==> config.mk <==
export PLATFORM = sky130hd
export DESIGN_NAME = tmpg_ram
export DESIGN_NICKNAME = d
export VERILOG_FILES = /design/src/tmpg_ram.sv
export SDC_FILE = /design/constraint.sdc
export NUM_CORES = 2
export LEC_CHECK = 0
export BUFFER_PORTS_ARGS = -buffer_cell sky130_fd_sc_hd__buf_2
export CAP_MARGIN = 40
export CORE_ASPECT_RATIO = 1.4
export CORE_UTILIZATION = 55
export DETAILED_ROUTE_END_ITERATION = 10
export PLACE_DENSITY = 0.71
export SYNTH_ARGS = -nofsm -noshare
export SYNTH_HDL_FRONTEND = slang
export SYNTH_SLANG_ARGS = --single-unit
export TNS_END_PERCENT = 5
==> constraint.sdc <==
create_clock -name i_clk -period 3.11 [get_ports i_clk]
set_clock_uncertainty 0.1 [all_clocks]
set_input_delay 0.1555 -clock i_clk [delete_from_list [all_inputs] [get_ports i_clk]]
set_output_delay 0.1555 -clock i_clk [all_outputs]
set_load 0.005 [all_outputs]
==> src/tmpg_ram.sv <==
module tmpg_ram #(
    parameter int WIDTH = 16,
    parameter int DEPTH = 256,
    localparam int AW = (DEPTH > 1) ? $clog2(DEPTH) : 1
) (
    input  logic             i_clk,
    input  logic             i_we,
    input  logic [AW-1:0]    i_waddr,
    input  logic [WIDTH-1:0] i_wdata,
    input  logic             i_re,
    input  logic [AW-1:0]    i_raddr,
    output logic [WIDTH-1:0] o_rdata
);

    logic [WIDTH-1:0] r_mem [DEPTH];
    logic [WIDTH-1:0] r_rdata;

    always_ff @(posedge i_clk) begin
        if (i_we) begin
            r_mem[i_waddr] <= i_wdata;
        end
        if (i_re) begin
            r_rdata <= r_mem[i_raddr];
        end
    end

    assign o_rdata = r_rdata;

endmodule

After elaboration in Yosys (flattened, before gate mapping)
Memory sizes are Yosys's and may differ from the RTL's. A register that Yosys moved wholly into a read port is not among the register bits.
Cells that the tools add are included.
{ "op_classes": {"muxes": 2} }
{ "op_table": {"columns": ["cell", "n"], "rows": [
  ["1-bit 2-to-1 mux", 2]
]} }
{ "word_totals": {"out_inout_bits": 16, "mem_bits_rw": 4096, "inputBits": 35, "reg_bits": 0, "word_cells": 3, "memories": 1} }
{ "memory_table": {"columns": ["memory", "depth", "word_bits", "rd", "rd_ports_with_merged_regs", "wr", "line", "text"], "rows": [
  ["r_mem", 256, 16, 1, 1, 1, "15", "logic [WIDTH-1:0] r_mem [DEPTH];"]
]} }

Logic depth before layout (Yosys ltp)
{ "logic_depth": {"ltp_word": 2, "mapped_depth": 12, "mapped_depth_nobuf": 6} }

Worst setup path before layout
OpenSTA, ideal clock, no wires.
{ "synth_timing": {"kind": "input -> register", "start": "input port i_raddr[0]", "end": "register r_rdata[4] (netlist: o_rdata[4]) (read register of r_mem) (data pin)", "path_slack_ps": 606, "setup_time_ps": 265, "path_stages": 8, "required_ps": 2745, "arrival_ps": 2139, "cell_sequence": "buf_6 > buf_6 > buf_2 > mux4_2 > mux4_2 > a22o_1 > o32ai_2 > nor4_2"} }
{ "synth_lines": {"columns": ["item", "line", "text"], "rows": [
  ["start: declaration", "11", "input logic [AW-1:0] i_raddr,"],
  ["end: declaration", "16", "logic [WIDTH-1:0] r_rdata;"]
]} }

==> results.sh <==
export IMPL_clock_latency_ps=910
export IMPL_slew_viol_final=0
export IMPL_run_status="finished clean"
export IMPL_cp_max_fo=1
export IMPL_fin_crit_ps=3060
export IMPL_startpoint="r_mem[23][5]$_DFFE_PP_"
export IMPL_postRouteAntennaNets=0
export IMPL_r2r_setup_slack_ps=50
export IMPL_tightest_slew_ps=1030
export IMPL_grt_pass1_wl_microns=590000
export IMPL_synthMuxAreaShare=0.155
export IMPL_numPortBuffers=50
export IMPL_regArea_sq_um=123000
export IMPL_dr_pass1_iters=8
export IMPL_dpl_hpwl_microns=258000
export IMPL_multiInputGateArea_sq_um=32900
export IMPL_hold_viol_final=0
export IMPL_vdd_drop_max_mv=0.455
export IMPL_initial_core_util=0.553
export IMPL_grt_usage=0.284
export IMPL_wl_per_cell_microns=33.7
export IMPL_synthAdderAreaFrac=0
export IMPL_r2r_cells=6
export IMPL_drc=0
export IMPL_reg2reg_to="o_rdata[5]$_DFFE_PP_"
export IMPL_io_pins=51
export IMPL_std_cell_rows=233
export IMPL_timing_rr_start="r_mem[23][5]$_DFFE_PP_"
export IMPL_drt_iter0_markers=10414
export IMPL_ys_ff_latch=4112
export IMPL_design_core_area_sq_um=287000
export IMPL_path_class="flip-flop to flip-flop"
export IMPL_end_kind="flip-flop"
export IMPL_hold_class="primary input to flip-flop"
export IMPL_place_area_sq_um=169000
export IMPL_power_mw=113
export IMPL_critical_path_arrival_ps=3610
export IMPL_syn_to_final_growth_pct=14.5
export IMPL_maxSlewHeadroom=0.311
export IMPL_wl_microns=414000
export IMPL_nFillCells=18757
export IMPL_hold_end="r_mem[57][10]$_DFFE_PP_"
export IMPL_syn_inst=7360
export IMPL_power_leakage_nw=58.7
export IMPL_preCtsSetupSlack_ps=-392
export IMPL_final_common_cell="edfxtp_1"
export IMPL_clock_sinks=4112
export IMPL_antenna_found_initial=26
export IMPL_synth_xor_area_frac=0
export IMPL_rsz0062_at_grt="false"
export IMPL_drive_gt1_frac=0.278
export IMPL_setup_viol=0
export IMPL_gpl_final_weighted_congestion=0.911
export IMPL_avgViaCountPerCell=6.60
export IMPL_hold_depth=3
export IMPL_ys_types=51
export IMPL_final_area_sq_um=182000
export IMPL_maxCapViolations=0
export IMPL_post_route_period_util=0.983
export IMPL_grt_max_degree=121
export IMPL_cp_required_ps=3670
export IMPL_yosys_warnings=0
export IMPL_yosys_area_share_simple=0.0157
export IMPL_synth_top_family_by_area="multiplexers"
export IMPL_cp_start_kind="flip-flop"
export IMPL_via_count=81066
export IMPL_synth_area_sq_um=159000
export IMPL_grt_ovfl_total=0
export IMPL_synth_ff_type="edfxtp_1"
export IMPL_fp_dieW_microns=456
export IMPL_chipHeight_microns=638
export IMPL_synth_compound_area_frac=0.0353
export IMPL_yosysSeqAreaShare=0.777
export IMPL_fp_dieArea_sq_um=291000
export IMPL_synth_edff_count=4112
export IMPL_max_freq_ghz=0.327
export IMPL_powerDensity_nw_per_um2=624
export IMPL_clk_pin_slew_worst_paths_ps=70
export IMPL_syn_nets=7395
export IMPL_ctsRootBufferMaster="clkbuf_16"
export IMPL_worst_slack_ps=54.4
export IMPL_synth_area_per_cell_sq_um=21.6
export IMPL_cts_buffers=372
export IMPL_htreeDepth=5
export IMPL_hold_start="i_waddr[4]"
export IMPL_cts_tree="built"
export IMPL_clk_path_buf_depth=4
export IMPL_layout_common_cells="4112 x edfxtp_1, 797 x mux4_2, 732 x buf_4, 565 x mux2i_1, 379 x clkbuf_16"
export IMPL_nets=8248
export IMPL_grt_pass1_vias=82016
export IMPL_async_reset_ff_frac=0
==> per-stage QoR <==
step	std cells	TNS, ps	hold slack, ps	util
6_report	12282	0	124	0.633
5_1_grt	12268	0	116	0.633
4_1_cts	12267	0	38.3	0.633
3_5_place_dp	11575	-2550	342	0.590
3_3_place_gp	11571	-2250	338	0.590
2_1_floorplan	7360	0	154	-
==> state kept, by name, indices dropped and copies added, names as in the netlist <==
| signal | count |
|---|---|
| o_rdata | 16 |
| r_mem | 4096 |
==> how the worst max path moves through the flow <==
| stage | end | slack, ps |
|---|---|---|
| global route | o_rdata[5]$_DFFE_PP_ | 7 |
| global placement | o_rdata[3]$_DFFE_PP_ | -400 |
| finish | o_rdata[5]$_DFFE_PP_ | 50 |
| floorplan | o_rdata[4]$_DFFE_PP_ | 610 |
| detailed placement | o_rdata[3]$_DFFE_PP_ | -390 |
| CTS | o_rdata[5]$_DFFE_PP_ | 60 |
==> routing by layer <==
| metal | global-route usage | vias up | wire [microns] |
|---|---|---|---|
| li1 | - | 32988 | - |
| met1 | 0.357 | 42752 | 147000 |
| met2 | 0.470 | 4464 | 206000 |
| met3 | 0.0481 | 842 | 34100 |
| met4 | 0.161 | 20 | 26900 |
| met5 | 0 | - | 124 |
==> kinds of logic (layout without fill, tap and decap cells) <==
| kind of cell | after synthesis | after routing |
|---|---|---|
| multiplexers | 1450 | 1450 |
| AND/OR/NAND/NOR | 556 | 556 |
| other | 0 | 15 |
| buffers and inverters | 456 | 1603 |
| flip-flops | 4112 | 4112 |
| AO/OA/AOI/OAI | 786 | 786 |
==> Yosys cell counts (all sizes together) (2+ instances only) <==
cell	n	area share
edfxtp	4112	0.78
mux4	797	0.11
mux2i	565	0.036
nor2	304	0.0072
o221ai	253	0.014
clkbuf	230	0.0054
buf	222	0.011
a21oi	175	0.0055
o22ai	148	0.0058
nor3	92	0.0029
mux2	88	0.0062
a22oi	43	0.0020
nand2	38	0.00090
o21ai	38	0.0012
nand3	35	0.0011
a22o	32	0.0018
a221oi	28	0.0015
nand4	26	0.0010
o32ai	21	0.0012
a211oi	18	0.00085
nor4	18	0.00075
o31ai	16	0.00076
and3	11	0.00043
nor2b	9	0.00035
a2111oi	6	0.00033
a31oi	6	0.00024
or2	5	0.00020
inv	4	0.000094
nand2b	3	0.00012
nand4b	3	0.00017
a21o	2	0.000094
and2	2	0.000079
and4	2	0.00011
nor4bb	2	0.00013
or3	2	0.000079
==> timing repair <==
item                        CTS  global route
hold endpoints to repair   3302             0
gates resized for setup       0             0
setup buffers                 0             0
setup endpoints to repair     0             0
hold buffers                 24             0
==> power by group <==
part | switching, mW | internal (mW) | leakage [nW]
Combinational | 3.81 | 2.36 | 15.9
Sequential | 0.0845 | 61.1 | 37.0
Clock | 19.7 | 26.4 | 5.89
Total | 23.6 | 89.9 | 58.7
==> final cells by class <==
class,instances,share of cell area
diodes,15,0.000206
clock buffers,446,0.0535
clock inverters,222,0.0131
inverters,4,0.000151
multi-input cells,2792,0.181
flip-flops and latches,4112,0.679
well taps,3760,0.0259
repair buffers,931,0.0476
==> worst max-delay path: stages, from the launching register on <==
cell and delay (ps):
edfxtp_1 400, mux4_2 490, mux4_2 540, a22o_1 370, o32ai_1 670, buf_4 220
nor4_1 40
Note: power is estimated with default switching activity, not from simulation.
