$ cat src/tmpg_pkg.sv
package tmpg_pkg;

    localparam int DEF_CELL_COLUMNS  = 32;
    localparam int DEF_CELL_ROWS     = 12;
    localparam int DEF_BORDER_PIXELS = 16;
    localparam int DEF_GLYPH_COUNT   = 128;

    localparam int PAL_DEPTH = 16;
    localparam int PAL_WIDTH = 12;
    localparam int WORD_W    = 16;
    localparam int CFG_IDX_W = 2;
    localparam int CFG_DAT_W = 4;

    localparam logic [7:0]  LVL_HI       = 8'd170;
    localparam logic [7:0]  LVL_LO       = 8'd85;
    localparam logic [7:0]  NIBBLE_SCALE = 8'd17;
    localparam logic [23:0] BOOT_RGB     = 24'h0000AA;
    localparam logic [3:0]  BROWN_IDX    = 4'd6;

    typedef enum logic [1:0] {
        CMD_MAP   = 2'd0,
        CMD_GLYPH = 2'd1,
        CMD_PAL   = 2'd2,
        CMD_PIXEL = 2'd3
    } t_cmd;

    typedef enum logic [CFG_IDX_W-1:0] {
        CFG_DISPLAY_ENABLE = 2'd0,
        CFG_CUSTOM_PALETTE = 2'd1,
        CFG_BORDER_COLOR   = 2'd2
    } t_cfg_idx;

    typedef enum logic [1:0] {
        ST_IDLE,
        ST_MAP,
        ST_GLYPH
    } t_state;

    typedef struct packed {
        logic       border;
        logic [1:0] cx;
        logic [2:0] cy;
    } t_locate;

    typedef struct packed {
        logic       enable;
        logic       custom;
        logic       border;
        logic       hide;
        logic       glyph_ok;
        logic       cx_lsb;
        logic [2:0] cy;
        logic [3:0] fg_idx;
        logic [3:0] bg_idx;
    } t_shade_ctl;

    function automatic logic [23:0] builtin_colour(input logic [3:0] idx);
        logic [7:0] r;
        logic [7:0] g;
        logic [7:0] b;
        b = idx[0] ? LVL_HI : 8'd0;
        g = idx[1] ? LVL_HI : 8'd0;
        r = idx[2] ? LVL_HI : 8'd0;
        if (idx == BROWN_IDX) begin
            g = LVL_LO;
        end else if (idx[3]) begin
            r = r + LVL_LO;
            g = g + LVL_LO;
            b = b + LVL_LO;
        end
        return {r, g, b};
    endfunction

    function automatic logic [23:0] custom_colour(input logic [PAL_WIDTH-1:0] w);
        logic [7:0] r;
        logic [7:0] g;
        logic [7:0] b;
        r = 8'({4'd0, w[11:8]} * NIBBLE_SCALE);
        g = 8'({4'd0, w[7:4]} * NIBBLE_SCALE);
        b = 8'({4'd0, w[3:0]} * NIBBLE_SCALE);
        return {r, g, b};
    endfunction

endpackage

$ cat src/tmpg_locate.sv
module tmpg_locate
    import tmpg_pkg::*;
#(
    parameter int CELL_COLUMNS  = DEF_CELL_COLUMNS,
    parameter int CELL_ROWS     = DEF_CELL_ROWS,
    parameter int BORDER_PIXELS = DEF_BORDER_PIXELS,
    localparam int MAP_DEPTH = CELL_COLUMNS * CELL_ROWS,
    localparam int MAP_AW    = (MAP_DEPTH > 1) ? $clog2(MAP_DEPTH) : 1
) (
    input  logic [7:0]        i_pixel_x,
    input  logic [6:0]        i_pixel_y,
    output t_locate           o_loc,
    output logic [MAP_AW-1:0] o_cell
);

    localparam int X_LO = BORDER_PIXELS;
    localparam int X_HI = BORDER_PIXELS + CELL_COLUMNS * 4;
    localparam int Y_LO = BORDER_PIXELS;
    localparam int Y_HI = BORDER_PIXELS + CELL_ROWS * 8;

    logic [15:0] px;
    logic [15:0] py;
    logic [15:0] ax;
    logic [15:0] ay;
    logic [15:0] cell_addr;

    always_comb begin
        px = 16'(i_pixel_x);
        py = 16'(i_pixel_y);
        ax = px - 16'(X_LO);
        ay = py - 16'(Y_LO);
        cell_addr = 16'((ay >> 3) * 16'(CELL_COLUMNS)) + (ax >> 2);
        o_loc.border = !(px >= 16'(X_LO) && px < 16'(X_HI) &&
                         py >= 16'(Y_LO) && py < 16'(Y_HI));
        o_loc.cx = ax[1:0];
        o_loc.cy = ay[2:0];
        o_cell = cell_addr[MAP_AW-1:0];
    end

endmodule

$ cat config.mk
export PLATFORM = sky130hd
export DESIGN_NAME = tmpg_locate
export DESIGN_NICKNAME = d
export VERILOG_FILES = /design/src/tmpg_pkg.sv /design/src/tmpg_locate.sv
export SDC_FILE = /design/constraint.sdc
export NUM_CORES = 1
export LEC_CHECK = 0
export ABC_AREA = 1
export CAP_MARGIN = 20
export CELL_PAD_IN_SITES_DETAIL_PLACEMENT = 1
export CELL_PAD_IN_SITES_GLOBAL_PLACEMENT = 2
export CORE_MARGIN = 5
export CORE_UTILIZATION = 31
export DETAILED_ROUTE_END_ITERATION = 8
export DONT_BUFFER_PORTS = 1
export GPL_TIMING_DRIVEN = 0
export MAX_ROUTING_LAYER = met4
export PLACE_DENSITY = 0.87
export SLEW_MARGIN = 20
export SYNTH_ARGS = -nofsm -noshare
export SYNTH_HDL_FRONTEND = slang
export SYNTH_SLANG_ARGS = --single-unit
$ cat constraint.sdc
create_clock -name vclk -period 2.4
set_input_delay 0.48 -clock vclk [all_inputs]
set_output_delay 0.48 -clock vclk [all_outputs]
set_load 0.02 [all_outputs]
---- Yosys cells after proc, flatten, opt, wreduce, memory -nomap -nowiden ----
Cells that the tools add are included.
storage, ports and cells
  bits in registers ....................... 0
  input port bits ......................... 15
  output and inout bits ................... 15
  word-level logic and storage cells ...... 11
operators by class
  $add $sub $neg .......................... 3
  magnitude comparators ................... 4
  reduce and logical (&&, ||, !) cells .... 4
operators with widths
  operator             number
  $add 9x7->9          1
  $sub 8x5->9 const B  1
  $ge 8x5->1 const B   1
  $lt 8x8->1 const B   1
  $ge 7x5->1 const B   1
  $lt 7x7->1 const B   1
  $sub 7x5->7 const B  1
  $logic_and 1x1->1    3
  $logic_not 1->1      1

---- Logic depth before layout (Yosys ltp) ----
  word-level depth ........................ 5
  mapped depth ............................ 10
  mapped depth without buffers ............ 10

---- Worst setup path after synthesis ----
OpenSTA, ideal clock, no wires.
  kind .................................... input to output
  start ................................... input i_pixel_x[4]
  end ..................................... output o_cell[8]
  arrival ................................. 1.814 ns
  required time ........................... 1.920 ns
  path slack .............................. 0.106 ns
  cell stages on the path ................. 9
  buffers on the path ..................... 0
  cell sequence ........................... inv_1 -> ha_1 -> nand2_2 -> nor2_4 -> ha_1 -> a21o_1 -> nand2_2 -> nand3_1 -> nand2_1
between the ends
  word-level cells in the longest chain between the ends .. 2
ends and longest elaborated chain
  what             line               text
  start, declared  tmpg_locate.sv:10  input logic [7:0] i_pixel_x,
  $sub 8x5->9      tmpg_locate.sv:30  ax = px - 16'(X_LO);
  $add 9x7->9      tmpg_locate.sv:32  cell_addr = 16'((ay >> 3) * 16'(CELL_COLUMNS)) + (ax >> 2);
  end, declared    tmpg_locate.sv:13  output logic [MAP_AW-1:0] o_cell
Every way passes these cells.

---- Worst setup path after layout ----
Same ends and word-level chain as after synthesis.

==> flow_summary_export.csv <==
group,metric,value,unit
run_status,status,"completed",
sta,drv_slew,0,
grt,grt_max_degree,5,
pwr,switching_share,0.6711,
cells_and_area,antenna_cells,0,
worst_hold_path,hold_class,"primary input to output pin",
synth,synth_top_area_share,0.1770,
grt,grt_pass1_vias,411,
sta,rsz0062_at_grt,"false",
cells_and_area,stdcell_count,89,
routing,drt-wirelength-per-cell,10.70,µm
sta,finalHoldViolCount,0,
synth,ys_seq_area_frac,0,
worst_setup_path,cp_common_cell,"nand2_2",
grt,grt_pass1_wl,1538,µm
die,ios,30,
pwr,comb_power_share,1.000,
worst_setup_path,worstSetupStartpoint,"i_pixel_x[4]",
cells_and_area,nets,98,
routing,final_antenna_net_count,0,
sta,setup_viol,0,
clock_network,hold_buffers,0,
routing,vias,401,
pwr,total_power,0.00009588,W
cells_and_area,n_fill_cell,191,
worst_setup_path,max_stage_delay,0.25,ns
worst_hold_path,holdPathEnd,"o_cell[2]",
clock_network,cts_resized,1,
worst_setup_path,crit_chain,"clkinvlp_4 -> ha_2 -> nand2_2 -> nor2_4 -> ha_1 -> a21o_1 -> nand2_2 -> nand3_1 -> nand2_1",
pwr,p_int,0.00003154,W
synth,mappedNetlistArea,424.2,µm²
worst_setup_path,arrival,1.80,ns
sta,setup_ws,0.1245,ns
die,core_area,0.001301,mm²
cells_and_area,final_cell_mix,"nand2_1, inv_1, buf_4, nand2_2, ha_1",
placement,place_congestion,0.6460,
placement,io_buffers,0,
sta,finalCritPeriodShare,0.9481,
cells_and_area,final_common_cell,"nand2_1",
die,die_w,46.99,µm
pwr,p_clk_frac,0,
pwr,power.leakage,0.2804,nW
cells_and_area,clock_buffer_count,0,
worst_setup_path,setup.worst_path.end_class,"output pin",
cells_and_area,synthToLayoutAreaGrowth,7.670,%
pwr,p_per_area,209.9,mW/mm²
worst_hold_path,worstHoldStart,"i_pixel_x[4]",
worst_hold_path,holdPathStages,1,
cells_and_area,regArea,0,µm²
pwr,vdd_ir_drop_max,0.00005997,V
clock_network,postCtsSetupBuffers,0,
grt,antenna_found_initial,0,
die,dieHeight,46.99,µm
synth,synth_nets,96,
die,dieArea,0.002208,mm²
cells_and_area,drive_gt1_frac,0.2703,
placement,dpl.hpwl,907.5,µm
pwr,switching_power,0.00006434,W
synth,avgSynthCellArea,5.732,µm²
synth,synth.distinct_cells,16,
sta,tns,0,ns
die,num_rows,13,
sta,worstMarginPinSlew,0.4408,ns
synth,ys_top_cells_by_area,"ha_1, nand2_1, inv_1",
worst_setup_path,worstPathMaxFanout,4,
pwr,p_seq_frac,0,
sta,min_period,2.276,ns
placement,dpl_worst_slack,-0.02784,ns
grt,grt_overflow,0,
worst_setup_path,worstSetupStartpointType,"primary input",
cells_and_area,seq_cell_count,0,
routing,via_per_inst,4.506,
routing,wl,952,µm
worst_setup_path,path_class,"primary input to output pin",
synth,syn_inst,74,
grt,gr-usage-all-layers,0.09098,
placement,dp.cells,89,
synth,yosysWarnings,0,
run,drv_cap,0,
sta,fmax,439.5,MHz
routing,drt_iter0_markers,1,
worst_setup_path,required,1.92,ns
worst_setup_path,slowest_stage,"ha_2",
sta,relSlewSlack,0.7051,
routing,drc,0,
routing,dr.pass1.iters,2,
die,initial_utilization,0.3260,
synth,synth_largest_area_cell,"ha_1",
[kinds of logic (layout without fill, tap and decap cells)]
| kind of cell | Yosys count | after routing | synth area share |
|---|---|---|---|
| XOR/XNOR | 2 | 2 | 0.04131 |
| AND/OR/NAND/NOR | 39 | 39 | 0.4307 |
| AO/OA/AOI/OAI | 2 | 2 | 0.02949 |
| buffers and inverters | 24 | 24 | 0.2743 |
| adder cells (fa/ha/maj) | 7 | 7 | 0.2242 |
[worst max-delay path, delay by kind of cell]
family                     cells  cell delay, ns
AOI/OAI and AO/OA              1            0.19
adders and majority gates      2            0.50
buffers and inverters          1            0.11
and+or+nand+nor                5            0.52
[stage by stage]
step                      hold WS, ns  instance area [µm²]  utilization
after floorplan                 1.054                424.2            -
after global placement          1.063                442.9       0.3404
after detailed placement        1.064                442.9       0.3404
after CTS                       1.065                445.4       0.3423
after global routing            1.077                456.7       0.3510
final                           1.072                456.7       0.3510
[how the worst max path moves through the flow]
stage,to,cells past startpoint
floorplan,o_cell[8],9
CTS,o_cell[8],9
global route,o_cell[7],9
finish,o_cell[8],9
detailed placement,o_cell[8],9
global placement,o_cell[8],9
[power by group through the flow]
| stage | combinational [W] | clock, W | sequential [W] |
|---|---|---|---|
| after floorplan | 0.0000845 | 0 | 0 |
| after global placement | 0.0000942 | 0 | 0 |
| after detailed placement | 0.0000957 | 0 | 0 |
| after CTS | 0.0000963 | 0 | 0 |
| after global routing | 0.000107 | 0 | 0 |
| final | 0.0000959 | 0 | 0 |
[final cells by class]
class,count,area [µm²],share of cell area
Buffer,7,52.55,0.1151
Inverter,17,67.56,0.1479
Multi-Input combinational cell,50,317.8,0.6959
Tap cell,15,18.77,0.04110
[per-layer routing]
layer	vias to the layer above	GRT usage	wire, µm
met5	-	-	0
met3	0	0.01149	103
met1	169	0.1176	392
met4	0	0	0
li1	215	-	-
met2	17	0.1599	457
[synthesized netlist by cell type]
cell type / instances
nand2_1: 20
inv_1: 15
buf_4: 7
ha_1: 6
nand2_2: 5
nand3_1: 5
nor2_1: 3
inv_2: 2
nand4_1: 2
nor3_1: 2
xor2_1: 2
a21o_1: 1
a21oi_1: 1
fa_1: 1
nor2_2: 1
nor2_4: 1
(Power assumes the default switching activity.)
