$ cat config.mk
export PLATFORM = sky130hd
export DESIGN_NAME = tmpg_shade
export DESIGN_NICKNAME = d
export VERILOG_FILES = /design/src/tmpg_pkg.sv /design/src/tmpg_shade.sv
export SDC_FILE = /design/constraint.sdc
export NUM_CORES = 1
export LEC_CHECK = 0
export BUFFER_PORTS_ARGS = -buffer_cell sky130_fd_sc_hd__buf_2
export CORE_MARGIN = 5
export CORE_UTILIZATION = 35
export DETAILED_ROUTE_END_ITERATION = 8
export GPL_TIMING_DRIVEN = 1
export PLACE_DENSITY_LB_ADDON = 0.12
export SYNTH_ARGS = -nofsm -noshare
export SYNTH_HDL_FRONTEND = slang
export SYNTH_SLANG_ARGS = --single-unit
$ cat constraint.sdc
create_clock -name vclk -period 3.5
set_input_delay 0.7 -clock vclk [all_inputs]
set_output_delay 0.7 -clock vclk [all_outputs]
set_load 0.01 [all_outputs]
$ cat src/tmpg_pkg.sv
package tmpg_pkg;

    localparam int DEF_CELL_COLUMNS  = 32;
    localparam int DEF_CELL_ROWS     = 12;
    localparam int DEF_BORDER_PIXELS = 16;
    localparam int DEF_GLYPH_COUNT   = 128;

    localparam int PAL_DEPTH = 16;
    localparam int PAL_WIDTH = 12;
    localparam int WORD_W    = 16;
    localparam int CFG_IDX_W = 2;
    localparam int CFG_DAT_W = 4;

    localparam logic [7:0]  LVL_HI       = 8'd170;
    localparam logic [7:0]  LVL_LO       = 8'd85;
    localparam logic [7:0]  NIBBLE_SCALE = 8'd17;
    localparam logic [23:0] BOOT_RGB     = 24'h0000AA;
    localparam logic [3:0]  BROWN_IDX    = 4'd6;

    typedef enum logic [1:0] {
        CMD_MAP   = 2'd0,
        CMD_GLYPH = 2'd1,
        CMD_PAL   = 2'd2,
        CMD_PIXEL = 2'd3
    } t_cmd;

    typedef enum logic [CFG_IDX_W-1:0] {
        CFG_DISPLAY_ENABLE = 2'd0,
        CFG_CUSTOM_PALETTE = 2'd1,
        CFG_BORDER_COLOR   = 2'd2
    } t_cfg_idx;

    typedef enum logic [1:0] {
        ST_IDLE,
        ST_MAP,
        ST_GLYPH
    } t_state;

    typedef struct packed {
        logic       border;
        logic [1:0] cx;
        logic [2:0] cy;
    } t_locate;

    typedef struct packed {
        logic       enable;
        logic       custom;
        logic       border;
        logic       hide;
        logic       glyph_ok;
        logic       cx_lsb;
        logic [2:0] cy;
        logic [3:0] fg_idx;
        logic [3:0] bg_idx;
    } t_shade_ctl;

    function automatic logic [23:0] builtin_colour(input logic [3:0] idx);
        logic [7:0] r;
        logic [7:0] g;
        logic [7:0] b;
        b = idx[0] ? LVL_HI : 8'd0;
        g = idx[1] ? LVL_HI : 8'd0;
        r = idx[2] ? LVL_HI : 8'd0;
        if (idx == BROWN_IDX) begin
            g = LVL_LO;
        end else if (idx[3]) begin
            r = r + LVL_LO;
            g = g + LVL_LO;
            b = b + LVL_LO;
        end
        return {r, g, b};
    endfunction

    function automatic logic [23:0] custom_colour(input logic [PAL_WIDTH-1:0] w);
        logic [7:0] r;
        logic [7:0] g;
        logic [7:0] b;
        r = 8'({4'd0, w[11:8]} * NIBBLE_SCALE);
        g = 8'({4'd0, w[7:4]} * NIBBLE_SCALE);
        b = 8'({4'd0, w[3:0]} * NIBBLE_SCALE);
        return {r, g, b};
    endfunction

endpackage

$ cat src/tmpg_shade.sv
module tmpg_shade
    import tmpg_pkg::*;
(
    input  t_shade_ctl            i_ctl,
    input  logic [WORD_W-1:0]     i_glyph_word,
    input  logic [PAL_WIDTH-1:0]  i_pal_fg,
    input  logic [PAL_WIDTH-1:0]  i_pal_bg,
    output logic [23:0]           o_rgb
);

    logic [23:0] fg;
    logic [23:0] bg;
    logic        pix_bit;

    always_comb begin
        fg = i_ctl.custom ? custom_colour(i_pal_fg) : builtin_colour(i_ctl.fg_idx);
        bg = i_ctl.custom ? custom_colour(i_pal_bg) : builtin_colour(i_ctl.bg_idx);
        pix_bit = i_ctl.glyph_ok & i_glyph_word[{~i_ctl.cx_lsb, i_ctl.cy}];
        if (!i_ctl.enable) begin
            o_rgb = BOOT_RGB;
        end else if (i_ctl.border) begin
            o_rgb = fg;
        end else if (pix_bit && !i_ctl.hide) begin
            o_rgb = fg;
        end else begin
            o_rgb = bg;
        end
    end

endmodule

Word level (Yosys, flattened, before mapping)

Cells that the tools add are included.
W data, S select, Z words.

Bits in registers: 0
Input port bits: 57
Output and inout bits: 24
Word-level logic and storage cells: 44

$add $sub $neg: 6
Multipliers: 6
$lt $le $gt $ge: 1
Equal/unequal tests: 2
Muxes and demuxes: 25
Bitwise operators: 2
Reductions and logical operators: 2

Operator list:

| operator              | number |
|---|---|
| $mux W8               | 18 |
| $mux W24              | 5 |
| $add A8 B7 Y8 const B | 6 |
| $mul A4 B5 Y8 const B | 6 |
| $eq A4 B3 Y1 const B  | 2 |
| $lt A4 B5 Y1 const B  | 1 |
| $bmux W1 S4           | 1 |
| $and A1 B1 Y1         | 1 |
| $logic_and A1 B1 Y1   | 1 |
| $logic_not A1 Y1      | 1 |
| $mux W1               | 1 |
| $not A1 Y1            | 1 |

Logic depth before layout (Yosys ltp)

Word-level depth: 8
Mapped depth: 9
Depth with buffers taken out: 6

Least setup slack after synthesis

OpenSTA, ideal clock, no wires.

Kind: input to output
Start point: input port i_ctl[8] in the netlist's numbering
End point: output port o_rgb[12]
Arrival: 2695 ps
Data required time: 2800 ps
Setup slack: 105 ps
Stages: 9
Buffers on the path: 3
Path through: buf_2 mux4_2 nor2_1 a31oi_1 a211oi_4 buf_2 nand2_1 a21boi_0 buf_4

Longest elaborated chain between the ends: 7

Ends and longest elaborated chain:

| item                          | line             | text |
|---|---|---|
| start: declaration            | tmpg_shade.sv:4  | `input t_shade_ctl i_ctl,` |
| $bmux W1 S4                   | tmpg_shade.sv:18 | `pix_bit = i_ctl.glyph_ok & i_glyph_word[{~i_ctl.cx_lsb, i_ctl.cy}];` |
| $mux W1 (not written as such) | tmpg_shade.sv:18 |  |
| $and A1 B1 Y1                 | tmpg_shade.sv:18 |  |
| $logic_and A1 B1 Y1           | tmpg_shade.sv:23 | `end else if (pix_bit && !i_ctl.hide) begin` |
| $mux W24                      | tmpg_shade.sv:23 |  |
| $mux W24                      | tmpg_shade.sv:21 | `end else if (i_ctl.border) begin` |
| $mux W24                      | tmpg_shade.sv:19 | `if (!i_ctl.enable) begin` |
| end: declaration              | tmpg_shade.sv:8  | `output logic [23:0] o_rgb` |

Every way passes these cells. The select of a mux whose other input is x is not followed.

Worst setup path after layout

Start point: input port i_ctl[8] in the netlist's numbering
End point: output port o_rgb[14]

The elaborated chain is that of the path after synthesis.

==> out/qor.log <==
INFO  logic_synthesis yosysSeqAreaShare=0%
INFO  logic_synthesis syn_area_per_cell=7.02um^2
INFO  route          drtPass1Iterations=3
INFO  floorplan      ioPinCount=81
INFO  timing         setup_tns=0ps
INFO  timing         worst_pin_slew=440ps
INFO  critical_path  worst_ep_arrival_time=2600ps
INFO  place          globalplace.congestion=0.718
INFO  route          drc=0
INFO  logic_synthesis ys_types=23
INFO  logic_synthesis yosys_warnings=0
INFO  timing         achievable-frequency=303MHz
INFO  route          routedWlPerCell=12.0um
INFO  floorplan      core-area=1760um^2
INFO  floorplan      die_w=53.7um
INFO  global_route   grt_first_pass_wirelength=3260um
INFO  power_and_ir_drop leakage=0.603nW
INFO  worst_hold_path holdCritStartpoint=i_ctl[16]
INFO  critical_path  largest_stage_delay_worst_path=510ps
INFO  floorplan      die_h=53.7um
INFO  job            max_cap_viol_count=0
INFO  place          detailedPlace.worstSlack=176ps
INFO  critical_path  critPathKind=input port to primary output
INFO  route          routed-via-count=885
INFO  floorplan      floorplan.rows=15
INFO  critical_path  critPathRequiredTime=2800ps
INFO  critical_path  critPathMaxFanout=24
INFO  timing         setup-violations-final=0
INFO  timing         rsz0062_at_grt=false
INFO  critical_path  cp_cell_sequence=buf_2, mux4_2, mux2i_1, nor4b_2, a211oi_4, buf_12, nand2_1, a21boi_0, buf_2
INFO  route          drt-total-wl=2210um
INFO  cells_and_area area.growth.synth_to_final=49.5%
INFO  timing         postLayoutSetupSlackWorst=196ps
INFO  cells_and_area n_clock_buffer=0
INFO  timing         slew_headroom=70.6%
INFO  route          dr.first_iter.drc_count=9
INFO  critical_path  dominant_delay_contributor_by_cell_family_on_the_critical_path=multiplexers
INFO  power_and_ir_drop power.ir.vdd_worst=0.0000662V
INFO  cells_and_area nNetsFinal=217
INFO  critical_path  type_of_destination_of_the_critical_path=primary output
INFO  logic_synthesis synth_top_area_share=13.5%
INFO  critical_path  cpMostUsedCell=sky130_fd_sc_hd__buf_2
INFO  logic_synthesis postSynthCellCount=95
INFO  timing         worst_hold_slack=1800ps
INFO  timing         finalMaxSlewViolations=0
INFO  cells_and_area final_util=56.5%
INFO  global_route   grt_pass1_vias=825
INFO  timing         final.period_utilization=94.4%
INFO  critical_path  crit_path_start=i_ctl[8]
INFO  logic_synthesis synth_largest_area_cell=sky130_fd_sc_hd__buf_4
INFO  power_and_ir_drop power_density=141nW/um^2
INFO  power_and_ir_drop design_power_total=0.141mW
INFO  outcome        outcome=finished clean
INFO  critical_path  critPathBufInv=3
INFO  cells_and_area seq_area=0um^2
INFO  global_route   grt.overflow.total=0
INFO  logic_synthesis synth.net_count=152
INFO  critical_path  cp_slowest_cell=sky130_fd_sc_hd__mux4_2
INFO  cells_and_area post_route_cells_drive_above_1_share=55.1%
INFO  place          dp_hpwl=1940um
INFO  cts            cts_resized=0
INFO  worst_hold_path hold_class=input port to primary output
INFO  critical_path  start_kind=input port
INFO  cts            post_cts.repair.setup_buffers=0
INFO  route          post_drt_via_cell_ratio=4.84
INFO  floorplan      initial_core_utilization=37.8%
INFO  logic_synthesis synthesis.area=667um^2
INFO  cells_and_area seq_cells=0
INFO  global_route   grt_start_max_net_pins=29
INFO  timing         timing_hold_violations_final=0
INFO  cts            cts_hold_repair.buffers=0
INFO  floorplan      die_area=2880um^2
INFO  global_route   global_route.usage.total=14.4%
INFO  route          detail-route-antenna-nets=0
INFO  timing         period_needed=3300ps
INFO  cells_and_area insertedDiodeCount=0
INFO  logic_synthesis post_synth_main_area_contributors=sky130_fd_sc_hd__buf_4, sky130_fd_sc_hd__a211o_1, sky130_fd_sc_hd__mux4_2
INFO  global_route   initial_antenna_violation_count=0
INFO  place          buffer_ports.inserted=81
power breakdown:
part | internal (mW) | switching [mW] | total, mW
Clock | 0 | 0 | 0
Combinational | 0.0730 | 0.0680 | 0.141
Sequential | 0 | 0 | 0
Total | 0.0730 | 0.0680 | 0.141
through the flow:
stage | std cells | cell area, um^2
2_1_floorplan | 95 | 667
6_report | 183 | 997
3_3_place_gp | 183 | 997
3_5_place_dp | 183 | 997
5_1_grt | 183 | 997
4_1_cts | 183 | 997
layer usage:
metal  wire [um]  vias to the layer above  track usage (%)
met3         181                        0            0.554
met1         841                      381             17.8
met4           0                        0                0
li1            -                      466                -
met5           0                        -                0
met2        1180                       38             28.8
worst min-delay path, stage by stage:
cell and delay, ps:
sky130_fd_sc_hd__buf_2 160, sky130_fd_sc_hd__o2111ai_1 100, sky130_fd_sc_hd__buf_2 140
path summary, 6_finish.rpt:
check                 depth (start not counted)  slack (ps)        end
worst max-delay path                          9         200  o_rgb[14]
worst min-delay path                          3        1800   o_rgb[7]
cells in the final DEF (no fill, tap or decap), types with 3 or more instances in the layout:
master	instances
sky130_fd_sc_hd__buf_2	81
sky130_fd_sc_hd__inv_1	10
sky130_fd_sc_hd__a21oi_1	10
sky130_fd_sc_hd__nand2_1	10
sky130_fd_sc_hd__a211o_1	10
sky130_fd_sc_hd__and3_1	8
sky130_fd_sc_hd__mux2i_1	5
sky130_fd_sc_hd__mux4_2	3
sky130_fd_sc_hd__nor2_1	3
area by class of cell:
type	instances	area [um^2]
Fill cell	201	767
Timing Repair Buffer	82	425
Tap cell	25	31.3
Multi-Input combinational cell	66	503
Inverter	10	37.5
logic make-up after synthesis:
logic type             count (synthesis)  synth area share (%)
AOI/OAI and AO/OA                     31                  36.0
buffers and inverters                 29                  24.6
and+or+nand+nor                       27                  21.8
muxes                                  8                  17.6
cell usage after synthesis, types with 2 or more instances:
cell	instances
sky130_fd_sc_hd__buf_4	12
sky130_fd_sc_hd__a211o_1	10
sky130_fd_sc_hd__a21oi_1	10
sky130_fd_sc_hd__inv_1	10
sky130_fd_sc_hd__nand2_1	10
sky130_fd_sc_hd__and3_1	8
sky130_fd_sc_hd__mux2i_1	5
sky130_fd_sc_hd__clkbuf_1	4
sky130_fd_sc_hd__mux4_2	3
sky130_fd_sc_hd__nor2_1	3
sky130_fd_sc_hd__a21boi_0	2
sky130_fd_sc_hd__a311oi_1	2
sky130_fd_sc_hd__a31oi_1	2
sky130_fd_sc_hd__buf_2	2
sky130_fd_sc_hd__nor2b_1	2
sky130_fd_sc_hd__o2111ai_1	2
sky130_fd_sc_hd__o311a_1	2
No activity file was read; power rests on OpenSTA's default activity.
